File: src/hdl/fkin_pkg.sv
`default_nettype none
// ----------------------------------------------------------------------------
// fkin_pkg
// Shared types and constants of the two-link arm forward kinematics core.
// ----------------------------------------------------------------------------
package fkin_pkg;

	localparam int ANGLE_BITS   = 16;
	localparam int CORDIC_STEPS = 30;
	// prep stage, iterations, round stage, multiply stage, output stage
	localparam int PIPE_DEPTH   = CORDIC_STEPS + 4;
	localparam int ST_SAT       = CORDIC_STEPS + 1;
	localparam int ST_MUL       = CORDIC_STEPS + 2;
	localparam int ST_OUT       = CORDIC_STEPS + 3;
	localparam int CW           = 34;
	localparam int ZW           = 33;
	localparam int PADDR_W      = 3;

	typedef logic [ANGLE_BITS-1:0] angle_t;
	typedef logic signed [CW-1:0]  cw_t;
	typedef logic signed [ZW-1:0]  cz_t;
	typedef logic signed [15:0]    q15_t;
	typedef logic [15:0]           len_t;
	typedef logic signed [17:0]    q512_t;

	typedef struct packed {
		cz_t  z;
		logic flip;
	} seed_t;

	typedef struct packed {
		logic ld_mul;
		logic ld_out;
	} mac_ctl_t;

	// 1/K in Q2.30
	localparam cw_t GAIN_INV = 34'sd652032874;

	localparam cz_t Z_QTR  = 33'sh0_4000_0000;
	localparam cz_t Z_HALF = 33'sh0_8000_0000;

	// atan(2^-i) as a fraction of a turn, 2^32 per turn
	localparam logic [31:0] ATAN_TURN [CORDIC_STEPS] = '{
		32'h20000000, 32'h12E4051E, 32'h09FB385B, 32'h051111D4, 32'h028B0D43,
		32'h0145D7E1, 32'h00A2F61E, 32'h00517C55, 32'h0028BE53, 32'h00145F2F,
		32'h000A2F98, 32'h000517CC, 32'h00028BE6, 32'h000145F3, 32'h0000A2FA,
		32'h0000517D, 32'h000028BE, 32'h0000145F, 32'h00000A30, 32'h00000518,
		32'h0000028C, 32'h00000146, 32'h000000A3, 32'h00000051, 32'h00000029,
		32'h00000014, 32'h0000000A, 32'h00000005, 32'h00000003, 32'h00000001
	};

endpackage
`default_nettype wire

File: src/hdl/fkin_prep.sv
`default_nettype none
// ----------------------------------------------------------------------------
// fkin_prep
// Entry stage: forms both joint phases and folds them into the CORDIC range.
// ----------------------------------------------------------------------------
module fkin_prep (
	input  wire logic           clk,
	input  wire logic           load,
	input  wire logic [15:0]    shoulder_angle,
	input  wire logic [15:0]    elbow_angle,
	output fkin_pkg::seed_t     seed1_s1,
	output fkin_pkg::seed_t     seed12_s1
);
	import fkin_pkg::*;

	angle_t a1, a2, a12;
	seed_t  fold1, fold12;

	function automatic seed_t fold(angle_t a);
		logic [31:0] phase;
		cz_t         z;
		seed_t       r;
		phase = 32'(a) << (32 - ANGLE_BITS);
		z = cz_t'($signed(phase));
		r.flip = 1'b0;
		r.z = z;
		if (z > Z_QTR) begin
			r.z = z - Z_HALF;
			r.flip = 1'b1;
		end else if (z < -Z_QTR) begin
			r.z = z + Z_HALF;
			r.flip = 1'b1;
		end
		return r;
	endfunction

	assign a1  = angle_t'(shoulder_angle);
	assign a2  = angle_t'(elbow_angle);
	assign a12 = a1 + a2;

	assign fold1  = fold(a1);
	assign fold12 = fold(a12);

	always_ff @(posedge clk) begin
		if (load) begin
			seed1_s1  <= fold1;
			seed12_s1 <= fold12;
		end
	end

endmodule
`default_nettype wire

File: config.mk
export PLATFORM = sky130hd
export DESIGN_NAME = fkin_prep
export DESIGN_NICKNAME = d
export VERILOG_FILES = /design/src/hdl/fkin_pkg.sv /design/src/hdl/fkin_prep.sv
export SDC_FILE = /design/constraint.sdc
export NUM_CORES = 1
export LEC_CHECK = 0
export ABC_AREA = 0
export BUFFER_PORTS_ARGS = -buffer_cell sky130_fd_sc_hd__clkbuf_2
export CAP_MARGIN = 20
export CORE_ASPECT_RATIO = 0.5
export CORE_UTILIZATION = 48
export DETAILED_ROUTE_END_ITERATION = 12
export MAX_ROUTING_LAYER = met4
export PLACE_DENSITY = 0.88
export SYNTH_ARGS = -nofsm -noshare
export SYNTH_HDL_FRONTEND = slang
export SYNTH_SLANG_ARGS = --single-unit
File: constraint.sdc
create_clock -name clk -period 3.5 [get_ports clk]
set_input_delay 0 -clock clk [delete_from_list [all_inputs] [get_ports clk]]
set_output_delay 0 -clock clk [all_outputs]
set_load 0.01 [all_outputs]
==> impl_metrics.ini <==
[status]
status = finished, final reports clean

[timing]
fmax_mhz = 307
worst_hold_slack_ps = 42.2
fin_crit_ps = 3260
rsz0062_at_grt = no
max_slew.worst_pin.slew_ps = 885
slew_violations = 0
setup_viol_count_final = 0
slew_headroom_pct = 41.0
setup-tns-final_ps = 0
finalHoldViolCount = 0
fin_crit_sh_pct = 93.0

[detailed_routing]
vias = 1988
drtAntennaViolNets = 0
wire_per_inst_um = 15.5
drc = 0
drt_pass1_iterations = 5
drt_wl_total_um = 5630
drt_iter0_drc = 165
vias_per_cell = 5.48

[clocking]
clk_pin_slew_ps = 70
cts_sinks = 36
cts_tree = built
numCtsBuffers = 5
htree_levels = 2
hold_buffers = 15
cts_root_buf = clkbuf_8
clockBufferDepth = 2
cts_setup_buffers = 0
post_cts_resize_count = 0

[die]
die_h_um = 51.8
core_mm2 = 0.00457
num_io_pins = 102
dieWidth_um = 102
rows = 17
die_area_mm2 = 0.00526
start_util_pct = 52.0

[worst_setup_path]
start_kind = primary input
cp.arrival_ps = 3290
cp.required_ps = 3530
worst-path-max-fanout = 3
setup.worst_path.end_class = flip-flop
crit_type = in -> reg

[synthesis]
synth_seq_cells = 36
synth_top_area_cell = edfxtp_1
synth_top_family_by_area = compound AO/OA/AOI/OAI gates
ys_seq_area_share_pct = 45.4
synthFlopType = edfxtp_1
synth-compound-area-share_pct = 16.2
synthAdderAreaFrac_pct = 8.73
syn-cell-area_mm2 = 0.00238
ys.warnings.count = 0
synth_async_sr_flop_share_pct = 0
synth_common_cells = edfxtp_1, buf_4, ha_1
synthMostInstantiatedCell = edfxtp_1
syn-instance-count = 211
ys_top_cells_by_area = edfxtp_1, buf_4, ha_1, a21oi_1, nor2_1
synth_edf_count = 36
synth_top_cell_area_share_pct = 45.4
synth-xor-area-share_pct = 3.68
synth_cell_types = 59
synth_mux_area_share_pct = 0.894
syn_avg_cell_area_um2 = 11.3
synth-simple-area-share_pct = 12.4

[flow_run]
cap_violations = 0

[pwr]
peakVddDrop_mv = 0.171
p_leak_nw = 1.28
p_per_area_mw_per_mm2 = 443

[layout]
num-fill-cells = 335
antenna_cells = 0
drive_gt1_share_pct = 30.6
syn_to_final_growth_pct = 22.2
finalNetCount = 346

[placed_design]
portBuffers = 69
gp_congestion = 0.898
hpwl_um = 4150

[hold_path]
holdCritPathClass = in -> reg

[global_routing]
overflow = 0
grt_usage_pct = 22.7
grt_pass1_wl_um = 8430
grt_antenna_before_repair = 0
grt_max_degree = 37
grt_pass1_vias = 1738
[registers in the layout (all words and copies together), names as in the netlist]
register / cells
seed1_s1: 18
seed12_s1: 18
[per-stage QoR]
stage          total power [W]  worst slack [ps]  std cells  utilization, %  instance area (µm²)
6_report               0.00129               245        363            63.6                 2910
5_1_grt                0.00134               107        363            63.6                 2910
4_1_cts                0.00128               257        363            63.6                 2910
3_5_place_dp          0.000903               504        340            57.9                 2650
3_3_place_gp          0.000894               655        340            57.9                 2650
2_1_floorplan         0.000807               847        242               -                 2500
[worst max-delay path, cell delays in order]
cell and delay, ps:
dlygate4sd3_1 540, clkbuf_2 130, ha_1 240, fa_1 420, a211o_1 330, a2111o_1 400
and3_1 160, or3_1 350, o21bai_2 200, nor4_2 380, o21ai_1 140
[cells by family after synthesis]
| family | Yosys count |
|---|---|
| other | 1 |
| AOI/OAI and AO/OA | 48 |
| adders and majority gates | 16 |
| muxes | 2 |
| buffers and inverters | 42 |
| and+or+nand+nor | 56 |
| xor gates and xnor gates | 10 |
| DFF | 36 |
[cells in the final DEF, fill, tap and decap left out, types with 2 or more instances in the layout]
cell           instances
a2111o_1               2
a211oi_1               2
a21boi_1               2
a21oi_1               11
a31oi_1                2
and3_1                 2
clkbuf_2              69
clkbuf_8               5
conb_1                32
dlygate4sd3_1         15
edfxtp_1              36
ha_1                  15
inv_1                  5
nand2_1               13
nand2b_1               2
nand3_1                5
nand4_1                2
nor2_1                14
nor4_1                 5
o211ai_1               3
o21ai_0                5
or2_2                  2
or3_1                  2
xnor2_1                5
xor2_1                 5
[final cells by class]
type / instances / area [µm²] / share of cell area [%]
Multi-Input combinational cell: 164 / 1120 / 38.5
Sequential cell: 36 / 1080 / 37.2
Timing Repair Buffer: 84 / 495 / 17.0
Tap cell: 66 / 82.6 / 2.84
Clock buffer: 5 / 68.8 / 2.37
Clock inverter: 3 / 42.5 / 1.46
Inverter: 5 / 18.8 / 0.645
[power by group]
part	internal, W	switching, W	leakage (nW)
clock network	0.000211	0.000161	0.0541
registers	0.000541	0.0000157	0.353
logic	0.000143	0.000217	0.868
total	0.000895	0.000393	1.28
[per-layer routing]
layer,track usage (%),share of wire [%]
met1,28.2,42
met2,34.8,44
met3,7.66,13
met4,8.21,1.2
met5,-,0
[worst paths after layout]
path | startpoint | end | slack (ps) | cells after the start
worst max-delay path | shoulder_angle[0] | seed12_s1[0] | 240 | 11
worst min-delay path | elbow_angle[0] | seed12_s1[17] | 40 | 2
No activity file was read; power rests on OpenSTA's default activity.
